$ cat config.mk
export PLATFORM = sky130hd
export DESIGN_NAME = psm_queue
export DESIGN_NICKNAME = d
export VERILOG_FILES = /design/src/hdl/psm_pkg.sv /design/src/hdl/psm_queue.sv
export SDC_FILE = /design/constraint.sdc
export NUM_CORES = 2
export LEC_CHECK = 0
export BUFFER_PORTS_ARGS = -buffer_cell sky130_fd_sc_hd__buf_2
export CAP_MARGIN = 25
export CORE_ASPECT_RATIO = 1.75
export CORE_MARGIN = 2
export CORE_UTILIZATION = 65
export DETAILED_ROUTE_END_ITERATION = 8
export GPL_ROUTABILITY_DRIVEN = 1
export PLACE_DENSITY_LB_ADDON = 0.08
export SLEW_MARGIN = 15
export SYNTH_ARGS = -nofsm -noshare
export SYNTH_HDL_FRONTEND = slang
export SYNTH_SLANG_ARGS = --single-unit
export TNS_END_PERCENT = 5
$ cat constraint.sdc
create_clock -name clk_i -period 33.1 [get_ports clk_i]
set_clock_uncertainty 0.15 [all_clocks]
set_input_delay 3.31 -clock clk_i [delete_from_list [all_inputs] [get_ports clk_i]]
set_output_delay 3.31 -clock clk_i [all_outputs]
set_load 0.005 [all_outputs]
$ cat src/hdl/psm_pkg.sv
// ----------------------------------------------------------------------------
// psm_pkg
// Types, constants and helpers shared by the planar shadow matrix block.
// ----------------------------------------------------------------------------
package psm_pkg;

  localparam int unsigned QDepth = 8;
  localparam int unsigned QAw    = 3;
  localparam int unsigned CrdW   = 4;
  localparam int unsigned ScW    = 31;
  localparam int unsigned MagW   = 67;
  localparam int unsigned AccW   = 104;
  localparam int unsigned EntW   = 48;

  localparam logic [2:0] CFG_LIGHT_X = 3'd0;
  localparam logic [2:0] CFG_LIGHT_Y = 3'd1;
  localparam logic [2:0] CFG_LIGHT_Z = 3'd2;
  localparam logic [2:0] CFG_LIGHT_W = 3'd3;

  // classified item handed from front to back
  typedef struct packed {
    logic [2:0][ScW-1:0] sc;
    logic [2:0]          neg;
    logic [2:0][31:0]    c;
  } q_entry_t;

  typedef struct packed {
    logic [1:0]           row_index;
    logic [3:0][EntW-1:0] entry;
    logic                 last_row;
  } row_t;

  // round Q.62 to Q.16 and saturate to 48 bits
  function automatic logic [EntW-1:0] to_entry(input logic signed [AccW-1:0] v);
    logic signed [AccW-1:0] t;
    logic [57:0]            s;
    logic [EntW-1:0]        r;
    t = v + AccW'(64'h0000_2000_0000_0000);
    s = t[AccW-1:46];
    if (s[57:47] == {11{s[47]}}) begin
      r = s[47:0];
    end else if (s[57]) begin
      r = {1'b1, 47'd0};
    end else begin
      r = {1'b0, {47{1'b1}}};
    end
    return r;
  endfunction

endpackage

$ cat src/hdl/psm_queue.sv
// ----------------------------------------------------------------------------
// psm_queue
// Short FIFO between front and back.
// ----------------------------------------------------------------------------
module psm_queue (
  input  logic              clk_i,
  input  logic              rst_ni,
  input  logic              push_i,
  input  psm_pkg::q_entry_t push_data_i,
  input  logic              pop_i,
  output logic              valid_o,
  output psm_pkg::q_entry_t data_o
);

  psm_pkg::q_entry_t          mem_q [psm_pkg::QDepth];
  logic [psm_pkg::QAw-1:0]    wr_q, rd_q;
  logic [psm_pkg::CrdW-1:0]   cnt_q;

  always_ff @(posedge clk_i) begin
    if (push_i) mem_q[wr_q] <= push_data_i;
  end

  always_ff @(posedge clk_i or negedge rst_ni) begin
    if (!rst_ni) begin
      wr_q  <= '0;
      rd_q  <= '0;
      cnt_q <= '0;
    end else begin
      if (push_i) wr_q <= wr_q + 1'b1;
      if (pop_i)  rd_q <= rd_q + 1'b1;
      cnt_q <= cnt_q + psm_pkg::CrdW'(push_i) - psm_pkg::CrdW'(pop_i);
    end
  end

  assign valid_o = (cnt_q != '0);
  assign data_o  = mem_q[rd_q];

endmodule

==> results.md <==
* Mapped Cells at 2271
* Largest family of logic cells by synthesized area: multiplexers
* Area occupied by multi-input gates at 0.0111 mm^2
* First-pass GRT wire length at 177000 um
* Lkg Pwr at 21.4 nW
* Final WL at 120000 um
* Clock group share of total power at 0.263
* Worst setup EP type: output port
* Syn_nets at 2475
* Post-synthesis sequential area ratio at 0.797
* CP Launch Type: flop
* Cell Area, Placed at 0.0614 mm^2
* Clk sink count at 1546
* Final setup viols at 0
* Share of cells above drive strength 1 at 0.428
* Filler cells at 4816
* Post-route ant nets at 0
* Core box area at 0.0891 mm^2
* RePlAce Congestion at 0.763
* Worst reg2reg path startpoint: wr_q[1]
* Actual slew at the worst max-slew pin at 1260 ps
* RSZ-0062 raised after global routing: no
* #FFs+latches synth at 1546
* Die Y at 400 um
* Hold bufs inserted after CTS at 0
* Number of buffers added for setup after CTS at 0
* Clock buffer depth at 3
* Synth Area in Simple Gates at 0.00123
* Setup TNS at 0 ps
* Layout Nets at 2946
* Post-synthesis mux area share at 0.186
* Worst slack, placed at 23790 ps
* HP Class: reg -> reg
* DP HPWL at 66100 um
* DRT iter0 DRCs at 2269
* Synth warn at 0
* Status: finished clean
* Flop2flop setup slack at 29460 ps
* CP Capture Point: data_o[191]
* Starting density of the core at 0.653
* Synth Area in Adders at 0.00185
* Ports at 389
* Psw at 1.63 mW
* Average routed wire per standard cell at 29.7 um
* Complex-gate fraction of the synthesized area at 0.000215
* Die W at 230 um
* P&R area growth vs syn at 13.1%
* CTS root buf: clkbuf_16
* RR Endpoint: mem_q[4][128]
* Seq pwr share at 0.441
* Initial antenna violation count at 27
* Peak VDD IR at 0.0000820 V
* TritonCTS clock tree: yes
* Slew margin rel. at 0.160
* Vias in the first global route at 27600
* FMAX at 0.113 GHz
* Switching share of power at 0.283
* GR Util All Layers at 0.267
* Xor and xnor fraction of the mapped netlist area at 0.000903
* Post-synth cell types at 20
* DR pass1 iterations at 5
* Clk slew on worst S/H paths at 60 ps
* GR Overflow Total at 0
* Setup WS post-layout at 24240 ps
* Hold Slack at 421 ps
* Worst Path Class, Setup: reg -> out
* Power density cells at 87.9 mW/mm^2
* Final slew viol count at 0
* Pin count of the biggest net entering global routing at 163
* Row cnt at 145
* Die ar. at 0.0920 mm^2
* Max-cap violations at 0
* Crit-path max FO at 45
* Post-DR vias/cell at 6.38
* Tcrit/Tclk final at 0.268
* Post-cts sizing count at 0
* Required time worst endpoint at 29640 ps
* Crit path from: rd_q[0]
* Logic gate share of total power at 0.295
* Port buffer count at 388
* Finished Core Util at 0.739
* Netlist Area Pre-Place at 0.0582 mm^2
* Remaining DRCs at 0
* Final Hold Fails at 0
* Internal power at 4.15 mW
* CTS buffer count at 136
* Clock Latency Late Sink at 740 ps
* Arr. time, crit path at 5400 ps
* Reg2Reg Depth at 5
* Number of H-tree levels at 4
* Minimum clock period at 8860 ps
* Avg Cell Area, Syn at 25.6 um^2
* Vias at 25700
* Finished Cell Area at 0.0658 mm^2
* FF/Latch Area at 0.0464 mm^2
## cells by family (layout without fill, tap and decap cells)
logic type | Yosys count | after routing
DFF | 1546 | 1546
xor gates and xnor gates | 6 | 6
buffers and inverters | 115 | 688
and+or+nand+nor | 16 | 16
other | 0 | 14
adders and majority gates | 8 | 8
muxes | 578 | 578
AOI/OAI and AO/OA | 2 | 2
## cell usage after synthesis (all sizes together)
| library cell | instances | area (um^2) |
|---|---|---|
| nand2 | 4 | 15.0 |
| ha | 7 | 87.6 |
| mux2 | 194 | 2180 |
| fa | 1 | 20.0 |
| a21oi | 1 | 5.00 |
| buf | 78 | 598 |
| dfrtp | 10 | 250 |
| edfxtp | 1536 | 46100 |
| xor2 | 3 | 26.3 |
| nor2 | 6 | 22.5 |
| xnor2 | 3 | 26.3 |
| nand3 | 1 | 5.00 |
| mux4 | 384 | 8650 |
| nand2b | 3 | 18.8 |
| inv | 8 | 30.0 |
| a21o | 1 | 7.51 |
| clkbuf | 29 | 109 |
| nor3 | 2 | 10.0 |
## layout make-up
type,instances,share of cell area
inverters,8,0.000456
flip-flops and latches,1546,0.705
diodes,14,0.000532
multi-input cells,610,0.169
well taps,1176,0.0224
clock inverters,77,0.00956
clock buffers,163,0.0549
repair buffers,440,0.0383
## cells in the final DEF, fill, tap and decap left out
cell,n
nand2b_1,3
diode_2,14
dfrtp_4,3
buf_12,4
clkinvlp_4,2
clkbuf_16,141
clkinv_8,2
dfrtp_1,7
inv_6,8
buf_16,7
mux4_2,384
mux2_2,194
fa_1,1
ha_1,7
bufinv_16,9
buf_4,41
xnor2_1,3
buf_2,388
clkbuf_1,22
nor3_2,2
nand2_1,4
clkinv_1,31
a21o_1,1
nand3_1,1
nor2_4,6
inv_1,8
xor2_1,3
clkinv_2,25
a21oi_1,1
edfxtp_1,1536
## power groups by stage
| stage | Clock [mW] | Combinational, mW | Sequential, mW |
|---|---|---|---|
| final | 1.52 | 1.71 | 2.55 |
| after global routing | 1.62 | 1.83 | 2.57 |
| after CTS | 1.55 | 1.71 | 2.57 |
| after detailed placement | 0 | 1.70 | 2.61 |
| after global placement | 0 | 1.67 | 2.58 |
| after floorplan | 0 | 1.16 | 2.63 |
## worst min-delay path by stage
stage / from / endpoint / slack [ps] / depth (start not counted)
CTS: wr_q[1] / wr_q[1] / 410 / 1
finish: wr_q[1] / wr_q[1] / 420 / 1
global route: wr_q[1] / wr_q[1] / 440 / 1
detailed placement: wr_q[1] / wr_q[1] / 400 / 1
global placement: wr_q[1] / wr_q[1] / 380 / 1
floorplan: wr_q[2] / wr_q[2] / 370 / 1
## worst max-delay path, cell delays in order, from the launching register on
cell,delay (ps)
dfrtp_4,640
buf_4,400
buf_16,310
buf_4,610
buf_4,820
buf_4,420
buf_16,320
mux4_2,550
mux2_2,280
buf_2,150
## registers in the layout (all words and copies together) (netlist names)
signal	cells
cnt_q	4
mem_q	1536
rd_q	3
wr_q	3
## metal layers
metal  track usage  wire [um]  vias up
met3        0.0673       8780      179
met4        0.0719       2200       32
met1         0.355      46000    13900
met5             0        199        -
li1              -          -    10700
met2         0.450      62600      891
## stage by stage
step	power [mW]	std cells
2_1_floorplan	3.79	2271
5_1_grt	6.02	4025
3_3_place_gp	4.25	3772
6_report	5.78	4034
4_1_cts	5.83	4016
3_5_place_dp	4.31	3776
No activity file was read; power rests on OpenSTA's default activity.
